--- config.mk ---
export PLATFORM = sky130hd
export DESIGN_NAME = readahead_zone_planner
export DESIGN_NICKNAME = d
export VERILOG_FILES = /design/src/hdl/rzp_pkg.sv /design/src/hdl/readahead_zone_planner.sv /design/src/hdl/rzp_ctrl.sv /design/src/hdl/rzp_dp.sv
export SDC_FILE = /design/constraint.sdc
export NUM_CORES = 2
export LEC_CHECK = 0
export BUFFER_PORTS_ARGS = -buffer_cell sky130_fd_sc_hd__buf_2
export CAP_MARGIN = 30
export CORE_MARGIN = 3
export CORE_UTILIZATION = 55
export CTS_BUF_LIST = sky130_fd_sc_hd__clkbuf_4 sky130_fd_sc_hd__clkbuf_8
export DETAILED_ROUTE_END_ITERATION = 6
export HOLD_SLACK_MARGIN = 0.06
export PLACE_DENSITY = 0.74
export SYNTH_ARGS = -nofsm -noshare
export SYNTH_HDL_FRONTEND = slang
export SYNTH_SLANG_ARGS = --single-unit
--- constraint.sdc ---
create_clock -name aclk -period 13.33 [get_ports aclk]
set_clock_uncertainty 0.2 [all_clocks]
set_input_delay 0.6665 -clock aclk [delete_from_list [all_inputs] [get_ports aclk]]
set_output_delay 0.6665 -clock aclk [all_outputs]
set_load 0.02 [all_outputs]
--- src/hdl/rzp_pkg.sv ---
// ----------------------------------------------------------------------------
// rzp_pkg
// Shared types and constants of the readahead zone planner.
// ----------------------------------------------------------------------------
package rzp_pkg;

    localparam int PSIZE_W       = 25;
    localparam int OFFSET_W      = 40;
    localparam int PIECE_W       = 20;
    localparam int COUNT_W       = 8;
    localparam int BOUND_W       = 21;
    localparam int TIME_W        = 32;
    localparam int DIVIDEND_W    = OFFSET_W + 1;
    localparam int CALC_W        = 23;
    localparam int NUM_BOUNDS    = 10;
    localparam int CFG_ADDR_W    = 3;
    localparam int CFG_DATA_W    = 40;
    localparam int DIV_STEPS     = DIVIDEND_W;
    localparam int DIV_CNT_W     = 6;
    localparam int ZONE_IDX_W    = 2;
    localparam int IN_DATA_W     = 72;
    localparam int OUT_DATA_W    = 216;

    // event kinds
    localparam logic [1:0] ACT_READ    = 2'd0;
    localparam logic [1:0] ACT_STALL   = 2'd1;
    localparam logic [1:0] ACT_RECOVER = 2'd2;

    // register indexes
    localparam logic [CFG_ADDR_W-1:0] REG_PSIZE       = 3'd0;
    localparam logic [CFG_ADDR_W-1:0] REG_FILE_OFFSET = 3'd1;
    localparam logic [CFG_ADDR_W-1:0] REG_FIRST_PIECE = 3'd2;
    localparam logic [CFG_ADDR_W-1:0] REG_LAST_PIECE  = 3'd3;
    localparam logic [CFG_ADDR_W-1:0] REG_CRITICAL    = 3'd4;
    localparam logic [CFG_ADDR_W-1:0] REG_URGENT      = 3'd5;
    localparam logic [CFG_ADDR_W-1:0] REG_PREFETCH    = 3'd6;
    localparam logic [CFG_ADDR_W-1:0] REG_SPECULATIVE = 3'd7;

    // reset values of the registers
    localparam logic [PSIZE_W-1:0]      RST_PSIZE       = 25'd262144;
    localparam logic [COUNT_W-1:0]      RST_CRITICAL    = 8'd2;
    localparam logic [COUNT_W-1:0]      RST_URGENT      = 8'd4;
    localparam logic [COUNT_W-1:0]      RST_PREFETCH    = 8'd8;
    localparam logic [COUNT_W-1:0]      RST_SPECULATIVE = 8'd8;

    localparam logic [BOUND_W-1:0] BOUND_EMPTY = '1;

    typedef enum logic [1:0] {
        EMIT_REBUILT,
        EMIT_HELD,
        EMIT_EMPTY
    } emit_kind_t;

    typedef struct packed {
        logic                  capture;
        logic                  set_stall;
        logic                  load_seen_cur;
        logic                  load_first_cur;
        logic                  div_init;
        logic                  div_step;
        logic                  clamp;
        logic                  mark_rebuild;
        logic                  zone_step;
        logic [ZONE_IDX_W-1:0] zone_idx;
        logic                  tail_step;
        logic                  load_out;
        emit_kind_t            emit_kind;
    } rzp_cmd_t;

    typedef struct packed {
        logic [1:0] action;
        logic       seen_valid;
        logic       size_zero;
        logic       hold_hit;
        logic       out_free;
    } rzp_status_t;

endpackage

--- src/hdl/readahead_zone_planner.sv ---
// ----------------------------------------------------------------------------
// readahead_zone_planner
// Maps read, stall and recovery events to five piece zones around the playhead.
// ----------------------------------------------------------------------------
//  channel   dir  contents
//  s_*       in   tuser: action; tdata: read_offset, now_ms
//  m_*       out  tuser: stall flag, rebuilt; tdata: ten zone bounds
//  cfg_*     in   register index and write data, one write per cycle
//
//  A read runs through the one-bit-a-cycle 41-step divider; a held
//  read (same piece within the hold time) still divides but skips the zone
//  build; a read with zero piece size skips the divider, and a stall or
//  recovery event skips it too. One item is in flight at a time; the
//  next is taken while a finished result waits in the output register. A
//  stalled output holds the sequencer before it loads the next result. Reset
//  is synchronous and needs no clearing pass.
module readahead_zone_planner #(
    parameter int TAIL_LEN             = 2,
    parameter int URGENT_STALL_ADD     = 4,
    parameter int PREFETCH_STALL_ADD   = 4,
    parameter int HOLD_MS              = 1000
) (
    input  logic                                aclk,
    input  logic                                aresetn,
    input  logic                                cfg_wr_en,
    input  logic [rzp_pkg::CFG_ADDR_W-1:0]      cfg_addr,
    input  logic [rzp_pkg::CFG_DATA_W-1:0]      cfg_wr_data,
    input  logic                                s_tvalid,
    output logic                                s_tready,
    input  logic [rzp_pkg::IN_DATA_W-1:0]       s_tdata,   // read_offset, now_ms
    input  logic [1:0]                          s_tuser,   // action
    output logic                                m_tvalid,
    input  logic                                m_tready,
    // critical_start/end, urgent_start/end, prefetch_start/end,
    // spec_start/end, tail_start/end, zero pad
    output logic [rzp_pkg::OUT_DATA_W-1:0]      m_tdata,
    output logic [1:0]                          m_tuser    // stall flag, rebuilt
);
    import rzp_pkg::*;

    rzp_cmd_t    cmd;
    rzp_status_t status;

    rzp_ctrl u_ctrl (
        .aclk     (aclk),
        .aresetn  (aresetn),
        .s_tvalid (s_tvalid),
        .s_tready (s_tready),
        .status   (status),
        .cmd      (cmd)
    );

    rzp_dp #(
        .TAIL_LEN             (TAIL_LEN),
        .URGENT_STALL_ADD     (URGENT_STALL_ADD),
        .PREFETCH_STALL_ADD   (PREFETCH_STALL_ADD),
        .HOLD_MS              (HOLD_MS)
    ) u_dp (
        .aclk        (aclk),
        .aresetn     (aresetn),
        .cfg_wr_en   (cfg_wr_en),
        .cfg_addr    (cfg_addr),
        .cfg_wr_data (cfg_wr_data),
        .s_tdata     (s_tdata),
        .s_tuser     (s_tuser),
        .m_tvalid    (m_tvalid),
        .m_tready    (m_tready),
        .m_tdata     (m_tdata),
        .m_tuser     (m_tuser),
        .cmd         (cmd),
        .status      (status)
    );

endmodule

--- src/hdl/rzp_ctrl.sv ---
// ----------------------------------------------------------------------------
// rzp_ctrl
// Sequencer: decode, divide, clamp, hold check, zone build and result load.
// ----------------------------------------------------------------------------
module rzp_ctrl (
    input  logic                 aclk,
    input  logic                 aresetn,
    input  logic                 s_tvalid,
    output logic                 s_tready,
    input  rzp_pkg::rzp_status_t status,
    output rzp_pkg::rzp_cmd_t    cmd
);
    import rzp_pkg::*;

    typedef enum logic [2:0] {
        ST_IDLE,
        ST_DECODE,
        ST_DIV,
        ST_CLAMP,
        ST_CHECK,
        ST_ZONE,
        ST_TAIL,
        ST_EMIT
    } state_t;

    state_t                  state_reg, state_next;
    logic [DIV_CNT_W-1:0]    cnt_reg, cnt_next;
    logic [ZONE_IDX_W-1:0]   zone_reg, zone_next;
    emit_kind_t              kind_reg, kind_next;

    assign s_tready = (state_reg == ST_IDLE);

    always_comb begin
        state_next = state_reg;
        cnt_next   = cnt_reg;
        zone_next  = zone_reg;
        kind_next  = kind_reg;
        cmd        = '0;
        cmd.zone_idx  = zone_reg;
        cmd.emit_kind = kind_reg;
        case (state_reg)
            ST_IDLE: begin
                if (s_tvalid) begin
                    cmd.capture = 1'b1;
                    state_next  = ST_DECODE;
                end
            end
            ST_DECODE: begin
                zone_next = '0;
                case (status.action)
                    ACT_READ: begin
                        if (status.size_zero) begin
                            cmd.load_first_cur = 1'b1;
                            state_next         = ST_CHECK;
                        end else begin
                            cmd.div_init = 1'b1;
                            cnt_next     = '0;
                            state_next   = ST_DIV;
                        end
                    end
                    ACT_STALL, ACT_RECOVER: begin
                        cmd.set_stall = 1'b1;
                        if (status.seen_valid) begin
                            cmd.load_seen_cur = 1'b1;
                            kind_next         = EMIT_REBUILT;
                            state_next        = ST_ZONE;
                        end else begin
                            kind_next  = EMIT_EMPTY;
                            state_next = ST_EMIT;
                        end
                    end
                    default: state_next = ST_IDLE;   // drop unused code
                endcase
            end
            ST_DIV: begin
                cmd.div_step = 1'b1;
                cnt_next     = cnt_reg + 1'b1;
                if (cnt_reg == DIV_CNT_W'(DIV_STEPS - 1))
                    state_next = ST_CLAMP;
            end
            ST_CLAMP: begin
                cmd.clamp  = 1'b1;
                state_next = ST_CHECK;
            end
            ST_CHECK: begin
                if (status.hold_hit) begin
                    kind_next  = EMIT_HELD;
                    state_next = ST_EMIT;
                end else begin
                    cmd.mark_rebuild = 1'b1;
                    kind_next        = EMIT_REBUILT;
                    state_next       = ST_ZONE;
                end
            end
            ST_ZONE: begin
                cmd.zone_step = 1'b1;
                zone_next     = zone_reg + 1'b1;
                if (zone_reg == '1)
                    state_next = ST_TAIL;
            end
            ST_TAIL: begin
                cmd.tail_step = 1'b1;
                state_next    = ST_EMIT;
            end
            ST_EMIT: begin
                // hold until the output register is free
                if (status.out_free) begin
                    cmd.load_out = 1'b1;
                    state_next   = ST_IDLE;
                end
            end
            default: state_next = ST_IDLE;
        endcase
    end

    always_ff @(posedge aclk) begin
        if (!aresetn) begin
            state_reg <= ST_IDLE;
            cnt_reg   <= '0;
            zone_reg  <= '0;
            kind_reg  <= EMIT_EMPTY;
        end else begin
            state_reg <= state_next;
            cnt_reg   <= cnt_next;
            zone_reg  <= zone_next;
            kind_reg  <= kind_next;
        end
    end

endmodule

--- src/hdl/rzp_dp.sv ---
// ----------------------------------------------------------------------------
// rzp_dp
// Datapath: registers, bit-serial divider, zone arithmetic, snapshot, output.
// ----------------------------------------------------------------------------
module rzp_dp #(
    parameter int TAIL_LEN             = 2,
    parameter int URGENT_STALL_ADD     = 4,
    parameter int PREFETCH_STALL_ADD   = 4,
    parameter int HOLD_MS              = 1000
) (
    input  logic                                aclk,
    input  logic                                aresetn,
    input  logic                                cfg_wr_en,
    input  logic [rzp_pkg::CFG_ADDR_W-1:0]      cfg_addr,
    input  logic [rzp_pkg::CFG_DATA_W-1:0]      cfg_wr_data,
    input  logic [rzp_pkg::IN_DATA_W-1:0]       s_tdata,
    input  logic [1:0]                          s_tuser,
    output logic                                m_tvalid,
    input  logic                                m_tready,
    output logic [rzp_pkg::OUT_DATA_W-1:0]      m_tdata,
    output logic [1:0]                          m_tuser,
    input  rzp_pkg::rzp_cmd_t                   cmd,
    output rzp_pkg::rzp_status_t                status
);
    import rzp_pkg::*;

    typedef logic signed [CALC_W-1:0] calc_t;

    // configuration
    logic [PSIZE_W-1:0]      psize_reg;
    logic [OFFSET_W-1:0]     file_offset_reg;
    logic [PIECE_W-1:0]      first_piece_reg, last_piece_reg;
    logic [COUNT_W-1:0]      critical_reg, urgent_reg, prefetch_reg, spec_reg;

    // item state
    logic [1:0]              action_reg;
    logic [TIME_W-1:0]       now_reg;
    logic [DIVIDEND_W-1:0]   quot_reg;
    logic [PSIZE_W:0]        rem_reg;
    logic [PIECE_W-1:0]      cur_reg;
    calc_t                   prev_end_reg;

    // persistent state
    logic signed [BOUND_W-1:0] seen_reg;
    logic [TIME_W-1:0]         rb_time_reg;
    logic                      rb_valid_reg;
    logic                      stalled_reg;
    logic                      snap_stall_reg;
    logic [BOUND_W-1:0]        bounds_reg [NUM_BOUNDS];

    logic                      out_valid_reg;
    logic [OUT_DATA_W-1:0]     out_data_reg;
    logic [1:0]                out_user_reg;

    // divider step
    logic [PSIZE_W:0]   shifted;
    logic [PSIZE_W+1:0] trial;
    assign shifted = {rem_reg[PSIZE_W-1:0], quot_reg[DIVIDEND_W-1]};
    assign trial   = {1'b0, shifted} - {2'b00, psize_reg};

    // clamp of the quotient
    logic [DIVIDEND_W-1:0] q_lo, q_clamped;
    always_comb begin
        q_lo      = (quot_reg < DIVIDEND_W'(first_piece_reg)) ?
                    DIVIDEND_W'(first_piece_reg) : quot_reg;
        q_clamped = (q_lo > DIVIDEND_W'(last_piece_reg)) ?
                    DIVIDEND_W'(last_piece_reg) : q_lo;
    end

    // hold check
    logic [TIME_W-1:0] elapsed;
    assign elapsed = now_reg - rb_time_reg;

    // zone arithmetic
    calc_t lo_s, hi_s, cur_s, start_s, end_raw, end_s;
    calc_t tail_s, tail_e, tail_s2, tail_e2;
    logic [COUNT_W:0] urg_len, pre_len, zone_len;
    logic [2*BOUND_W-1:0] zone_clip, tail_clip;

    function automatic logic [2*BOUND_W-1:0] clip_zone(calc_t s, calc_t e,
                                                       calc_t lo, calc_t hi);
        calc_t s2, e2;
        s2 = (s < lo) ? lo : s;
        e2 = (e > hi) ? hi : e;
        if (s < 0 || e < s || hi < lo || e2 < s2)
            return {BOUND_EMPTY, BOUND_EMPTY};
        return {e2[BOUND_W-1:0], s2[BOUND_W-1:0]};
    endfunction

    always_comb begin
        lo_s    = calc_t'({3'b000, first_piece_reg});
        hi_s    = calc_t'({3'b000, last_piece_reg});
        cur_s   = calc_t'({3'b000, cur_reg});
        urg_len = {1'b0, urgent_reg} +
                  (stalled_reg ? (COUNT_W+1)'(URGENT_STALL_ADD) : '0);
        pre_len = {1'b0, prefetch_reg} +
                  (stalled_reg ? (COUNT_W+1)'(PREFETCH_STALL_ADD) : '0);
        if (urg_len < (COUNT_W+1)'(2)) urg_len = (COUNT_W+1)'(2);
        if (pre_len < (COUNT_W+1)'(2)) pre_len = (COUNT_W+1)'(2);
        case (cmd.zone_idx)
            2'd0:    zone_len = {1'b0, critical_reg};
            2'd1:    zone_len = urg_len;
            2'd2:    zone_len = pre_len;
            default: zone_len = stalled_reg ? '0 : {1'b0, spec_reg};
        endcase
        start_s   = (cmd.zone_idx == '0) ? cur_s : prev_end_reg + calc_t'(1);
        end_raw   = start_s + calc_t'({{(CALC_W-COUNT_W-1){1'b0}}, zone_len}) - calc_t'(1);
        end_s     = (end_raw > hi_s) ? hi_s : end_raw;
        zone_clip = clip_zone(start_s, end_s, lo_s, hi_s);

        tail_s  = cur_s - calc_t'(TAIL_LEN);
        tail_e  = cur_s - calc_t'(1);
        tail_s2 = (tail_s < lo_s) ? lo_s : tail_s;
        tail_e2 = (tail_e < lo_s) ? lo_s : tail_e;
        if (tail_e2 < tail_s2) begin
            tail_s2 = -calc_t'(1);
            tail_e2 = -calc_t'(1);
        end
        tail_clip = clip_zone(tail_s2, tail_e2, lo_s, hi_s);
    end

    // configuration writes
    always_ff @(posedge aclk) begin
        if (!aresetn) begin
            psize_reg       <= RST_PSIZE;
            file_offset_reg <= '0;
            first_piece_reg <= '0;
            last_piece_reg  <= '0;
            critical_reg    <= RST_CRITICAL;
            urgent_reg      <= RST_URGENT;
            prefetch_reg    <= RST_PREFETCH;
            spec_reg        <= RST_SPECULATIVE;
        end else if (cfg_wr_en) begin
            case (cfg_addr)
                REG_PSIZE:       psize_reg       <= cfg_wr_data[PSIZE_W-1:0];
                REG_FILE_OFFSET: file_offset_reg <= cfg_wr_data[OFFSET_W-1:0];
                REG_FIRST_PIECE: first_piece_reg <= cfg_wr_data[PIECE_W-1:0];
                REG_LAST_PIECE:  last_piece_reg  <= cfg_wr_data[PIECE_W-1:0];
                REG_CRITICAL:    critical_reg    <= cfg_wr_data[COUNT_W-1:0];
                REG_URGENT:      urgent_reg      <= cfg_wr_data[COUNT_W-1:0];
                REG_PREFETCH:    prefetch_reg    <= cfg_wr_data[COUNT_W-1:0];
                REG_SPECULATIVE: spec_reg        <= cfg_wr_data[COUNT_W-1:0];
                default: ;
            endcase
        end
    end

    // working registers, no reset needed
    always_ff @(posedge aclk) begin
        if (cmd.capture) begin
            action_reg <= s_tuser;
            now_reg    <= s_tdata[OFFSET_W +: TIME_W];
            quot_reg   <= {1'b0, file_offset_reg} + {1'b0, s_tdata[OFFSET_W-1:0]};
        end
        if (cmd.div_init)
            rem_reg <= '0;
        if (cmd.div_step) begin
            if (!trial[PSIZE_W+1]) begin
                rem_reg  <= trial[PSIZE_W:0];
                quot_reg <= {quot_reg[DIVIDEND_W-2:0], 1'b1};
            end else begin
                rem_reg  <= shifted;
                quot_reg <= {quot_reg[DIVIDEND_W-2:0], 1'b0};
            end
        end
        if (cmd.clamp)
            cur_reg <= q_clamped[PIECE_W-1:0];
        if (cmd.load_first_cur)
            cur_reg <= first_piece_reg;
        if (cmd.load_seen_cur)
            cur_reg <= seen_reg[PIECE_W-1:0];
        if (cmd.zone_step)
            prev_end_reg <= end_s;
        if (cmd.load_out) begin
            for (int i = 0; i < NUM_BOUNDS; i++)
                out_data_reg[i*BOUND_W +: BOUND_W] <=
                    (cmd.emit_kind == EMIT_EMPTY) ? BOUND_EMPTY : bounds_reg[i];
            out_data_reg[OUT_DATA_W-1:NUM_BOUNDS*BOUND_W] <= '0;
            out_user_reg[0] <= (cmd.emit_kind == EMIT_EMPTY) ? 1'b0 : snap_stall_reg;
            out_user_reg[1] <= (cmd.emit_kind == EMIT_REBUILT);
        end
    end

    // persistent state and output valid
    always_ff @(posedge aclk) begin
        if (!aresetn) begin
            seen_reg       <= '1;
            rb_time_reg    <= '0;
            rb_valid_reg   <= 1'b0;
            stalled_reg    <= 1'b0;
            snap_stall_reg <= 1'b0;
            out_valid_reg  <= 1'b0;
            for (int i = 0; i < NUM_BOUNDS; i++)
                bounds_reg[i] <= BOUND_EMPTY;
        end else begin
            if (cmd.set_stall)
                stalled_reg <= (action_reg == ACT_STALL);
            if (cmd.mark_rebuild) begin
                rb_time_reg  <= now_reg;
                rb_valid_reg <= 1'b1;
                seen_reg     <= {1'b0, cur_reg};
            end
            if (cmd.zone_step) begin
                bounds_reg[{1'b0, cmd.zone_idx, 1'b0}] <= zone_clip[BOUND_W-1:0];
                bounds_reg[{1'b0, cmd.zone_idx, 1'b1}] <= zone_clip[2*BOUND_W-1:BOUND_W];
            end
            if (cmd.tail_step) begin
                bounds_reg[NUM_BOUNDS-2] <= tail_clip[BOUND_W-1:0];
                bounds_reg[NUM_BOUNDS-1] <= tail_clip[2*BOUND_W-1:BOUND_W];
                snap_stall_reg           <= stalled_reg;
            end
            if (cmd.load_out)
                out_valid_reg <= 1'b1;
            else if (m_tready)
                out_valid_reg <= 1'b0;
        end
    end

    assign status.action     = action_reg;
    assign status.seen_valid = !seen_reg[BOUND_W-1];
    assign status.size_zero  = (psize_reg == '0);
    assign status.hold_hit   = (seen_reg == {1'b0, cur_reg}) && rb_valid_reg &&
                               (elapsed < TIME_W'(HOLD_MS));
    assign status.out_free   = !out_valid_reg || m_tready;

    assign m_tvalid = out_valid_reg;
    assign m_tdata  = out_data_reg;
    assign m_tuser  = out_user_reg;

endmodule
---- Word level (Yosys, flattened, before mapping) ----
Memory sizes are Yosys's and may differ from the RTL's. A register that Yosys moved wholly into a read port is not among the register bits.
Cells that the tools add are included.
cells by class
  add/subtract/negate cells ............... 12
  $mul .................................... 0
  div/mod/pow operators ................... 0
  order comparisons ....................... 20
  equal/unequal tests ..................... 29
  shift-type cells ........................ 0
  multiplexer cells ....................... 82
  bitwise operators ....................... 2
  reduce and logical (&&, ||, !) cells .... 37
operator list
  operator                                                       count
  two-way mux 23 bit                                             10
  two-way mux 42 bit                                             4
  two-way mux 41 bit                                             3
  less-than comparator 23 bit                                    5
  less-than comparator 23 x 21 -> 1 bit                          4
  two-way mux 21 bit                                             4
  two-way mux 20 bit                                             4
  two-way mux 25 bit                                             3
  > comparator 23 x 21 -> 1 bit                                  3
  less-than comparator 23 x 1 -> 1 bit (second input constant)   2
  OR reduction 21 bit                                            2
  adder 40 x 40 -> 41 bit                                        1
  > comparator 41 x 20 -> 1 bit                                  1
  less-than comparator 41 x 20 -> 1 bit                          1
  less-than comparator 32 x 10 -> 1 bit (second input constant)  1
  subtractor 32 bit                                              1
  two-way mux 1 bit                                              28
  one-hot mux 9 bit (3 select lines)                             1
  subtractor 26 x 25 -> 27 bit                                   1
  logical NOT 25 bit                                             1
  == test 3 bit (second input constant)                          8
  one-hot mux 3 bit (8 select lines)                             1
  adder 23 x 10 -> 23 bit                                        1
  adder 23 x 2 -> 23 bit (second input constant)                 1
  other kinds (37)                                               91
storage, ports and cells
  flip-flop bits (word level) ............. 352
  latch bits .............................. 0
  RAM bits ................................ 210
  ROM bits ................................ 0
  output and inout bits ................... 220
  word-level logic and storage cells ...... 209
  memories ................................ 1
memory list
  name             words  width  rd ports  clocked after Yosys merged registers in  wr ports  RTL line      source
  u_dp.bounds_reg  10     21     10        10                                       10        rzp_dp.sv:49  logic [BOUND_W-1:0] bounds_reg [NUM_BOUNDS];

---- Logic depth before layout (Yosys ltp) ----
  word-level depth ........................ 16
  gate-level depth with buffers ........... 67
  depth with buffers taken out ............ 57

---- By module ----
From an unflattened synthesis, not the netlist that was laid out.
unflattened totals
  cell total of the unflattened synthesis .. 4608
  area total of the unflattened synthesis .. 46224.3 um^2
by module, submodules not included
  module    instances  cells an instance  area an instance (um^2)  seq. area each (um^2)
  rzp_dp    1          4500               45346.0                  20850.0
  rzp_ctrl  1          108                878.3                    260.2

---- Least setup slack after synthesis ----
No wires, ideal clock.
  path type ............................... flip-flop to flip-flop
  start ................................... register u_dp.cur_reg[0]
  end ..................................... memory u_dp.bounds_reg[9][10] (data pin)
  setup time .............................. 279 ps
  arrival time ............................ 11568 ps
  required time ........................... 12851 ps
  setup slack ............................. 1283 ps
  stages on the path, launching flop included .. 62
  buffers on the path ..................... 11
  period minus slack after synthesis ...... 12047 ps
  path through ............................ edfxtp_1 clkbuf_1 inv_1 ha_1 nand2_1 nor3_1 nand2_1 or4_1 nor3_1 xor2_1 ha_1 a21oi_1 nand2_1 a211o_1 a21oi_1 ha_1 clkbuf_1 clkbuf_1 [26 not listed] ha_1 inv_1 nor2_1 inv_1 o21a_1 clkbuf_1 clkbuf_1 nand3_1 o21ai_0 inv_1 ha_1 nand2_1 or4_1 o21ai_0 a31oi_1 a2111oi_2 clkbuf_1 a22oi_1
RTL lines
  what                    RTL line       source
  from (decl)             rzp_dp.sv:40   logic [PIECE_W-1:0] cur_reg;
  from (signal assigned)  rzp_dp.sv:167  cur_reg <= q_clamped[PIECE_W-1:0];
  from (signal assigned)  rzp_dp.sv:169  cur_reg <= first_piece_reg;
  from (signal assigned)  rzp_dp.sv:171  cur_reg <= seen_reg[PIECE_W-1:0];
  to (decl)               rzp_dp.sv:49

==> out/summary.txt <==
Status - complete, no violations
Top FF cell, synth - edfxtp_1
Commonest non-fill, non-tap cell in the layout - nand2_1
DIE AREA - 88100 µm²
Reg clk slew, reported paths - 0.06 ns
CTS tree - built
Iter 0 DRT Violations - 3907
Multi-input logic area - 23500 µm²
Max_cap viols - 0
Placed cells - 6060
Min-delay worst type - input pin to flop
Drt pass-1 iters - 6
Tcrit/Tclk final - 93.0%
Synth warnings - 0
Vias - 37400
Leak pwr - 20.9 nW
CP Data Arrival Time - 12.79 ns
Final hold viol count - 0
Routed Antenna Nets - 0
Req. time, crit path - 13.73 ns
HPWL Detailed - 108000 µm
Vias in the first global route - 35600
Area leader, netlist - edfxtp_1
Post-Synthesis Cell Area - 46500 µm²
CTS H-tree depth - 4
Share of the synthesized area in the top cell type - 36.5%
Crit path time final - 12.39 ns
GP Congestion - 1.03
Sum Neg Setup Slack - 0 ns
CP Launch Type - flop
Fin nets - 5710
Setup Viol. Count Final - 0
Ranking of synthesized cells by area - edfxtp_1 36%, ha_1 12%, dfxtp_1 8.9%, nand2_1 6.0%, mux2i_1 3.8%
Reg area - 21100 µm²
Initial Util - 55.6%
Fraction of registers with async set/reset - 0%
Share of post-route cells with drive strength above 1 - 14.1%
Largest register FFs - 210
Avg Cell Area, Syn - 9.90 µm²
DRC viols - 0
Num rows - 106
GRT Total Usage - 32.7%
Fin. max-slew vios - 0
Critical path peak fanout - 42
IO Port Bufs - 335
Clock Tree Root - clkbuf_8
Area after DPL - 49600 µm²
CTS Buffer Depth - 3
Final instance area - 53000 µm²
Reg2Reg Depth - 56
CP Class - flop to flop
Area grow syn2layout - 13.9%
Post-synth EDFFs - 565
# resized after CTS - 0
CTS buffer count - 131
Fill cells - 6867
#FFs+latches synth - 772
Clk_lat worst skew - 0.84 ns
First-pass GRT wire length - 219000 µm
Pin count of the biggest net entering global routing - 140
Core area - 83700 µm²
Peak VDD IR - 0.0815 mV
FMAX - 0.0807 GHz
Die Height - 297 µm
Commonest non-fill, non-tap cells in the layout - 746 x nand2_1, 565 x edfxtp_1, 447 x ha_1
Drt wl/cell - 23.3 µm
Post-Layout Cell Count - 6372
Avg Vias per Cell - 5.87
CP peak stage delay - 0.60 ns
Relative slew slack - 29.3%
Netlist cell types - 88
Worst Setup End Kind - flop
GRT overflow - 0
Pwr Density - 115 nW/µm²
Postcts setup bufs - 0
Cell mode on critical path - ha_1
Final core utilization - 63.3%
Worst slew pin tran - 1.03 ns
Initial antenna violation count - 9
Final wirelength - 148000 µm
Ports - 342
Chip width - 297 µm
Post-synthesis sequential area ratio - 45.4%
Cells after Synth - 4700
RSZ-0062 raised after global routing - no
Hold depth - 4
Clk sinks - 772
Slowest cell on crit path - a21oi_4
what timing repair did:
action | 4_1_cts | 5_1_grt
hold endpoints to repair | 168 | 0
hold buffers | 77 | 0
setup endpoints to repair | 0 | 0
synthesized netlist by cell type, types with 15 or more instances:
library cell and number:
clkbuf_1 160, a2111oi_0 15, edfxtp_1 565, a21o_1 115, mux2i_1 176, nor2b_1 90
o31ai_1 15, inv_1 268, a21oi_1 210, a211oi_1 48, nand2b_1 263, a21boi_0 150
nand3_1 99, nor3_1 56, nand2_1 747, dfxtp_1 207, xnor2_1 91, nor2_1 241
nand4_1 54, a31oi_1 17, nor4_1 29, and2_1 17, o21ai_0 164, a22oi_1 20
ha_1 447, mux2_2 36, xor2_1 68, and3_1 19, buf_4 27, buf_2 18
o21a_1 46
cell type report:
| cell class | instances | area share (%) |
|---|---|---|
| multi-input cells | 3437 | 44.3 |
| flip-flops and latches | 772 | 39.8 |
| repair buffers | 526 | 6.46 |
| clock buffers | 178 | 4.15 |
| well taps | 1134 | 2.68 |
| inverters | 270 | 1.91 |
| clock inverters | 49 | 0.661 |
| diodes | 6 | 0.0283 |
metal layers:
metal | global-route usage (%) | routed length [µm]
met1 | 43.0 | 60100
met2 | 52.2 | 67300
met3 | 6.48 | 13000
met4 | 15.7 | 7730
met5 | 0 | 57
where the power goes:
group | switching [mW] | total, mW | internal [mW]
registers | 0.0482 | 2.68 | 2.63
clock network | 1.00 | 2.12 | 1.12
logic | 0.815 | 1.29 | 0.476
final timing paths:
check	from	endpoint	slack, ns
max	u_dp.cur_reg[1]$_DFFE_PP_	u_dp.bounds_reg[9][11]$_DFFE_PP_	0.94
min	s_tdata[0]	u_dp.quot_reg[0]$_DFFE_PP_	0.12
max reg2reg	u_dp.cur_reg[1]$_DFFE_PP_	u_dp.bounds_reg[9][11]$_DFFE_PP_	0.94
min reg2reg	u_dp.rb_time_reg[30]$_SDFFE_PN0P_	u_dp.rb_time_reg[30]$_SDFFE_PN0P_	0.26
stage by stage:
| stage | hold WS (ns) | setup slack, ns | power, mW |
|---|---|---|---|
| 3_5_place_dp | 0.249 | 1.28 | 3.96 |
| 5_1_grt | 0.129 | 0.0392 | 6.34 |
| 6_report | 0.117 | 0.936 | 6.09 |
| 2_1_floorplan | 0.230 | 1.28 | 3.54 |
| 4_1_cts | 0.0694 | 1.19 | 6.09 |
| 3_3_place_gp | 0.238 | 1.35 | 3.94 |
kinds of logic (layout without fill, tap and decap cells):
family	after synthesis	count (layout)	share of synthesized area [%]
fa+ha+maj	450	450	12.1
buf+inv	496	1023	4.46
compound gates	927	927	13.3
mux	213	213	4.69
xor+xnor	160	160	3.03
other cells	1	12	0.00806
flops	772	772	45.4
simple gates	1681	1681	17.0
worst max-delay path: cells and delay by family (launching register included):
family,cells,cell delay (ns)
and+or+nand+nor,18,2.97
muxes,1,0.54
AOI/OAI and AO/OA,22,4.25
buffers and inverters,7,1.14
adders and majority gates,7,2.36
DFF,1,0.47
xor gates and xnor gates,1,0.24
Note: power is estimated with default switching activity, not from simulation.
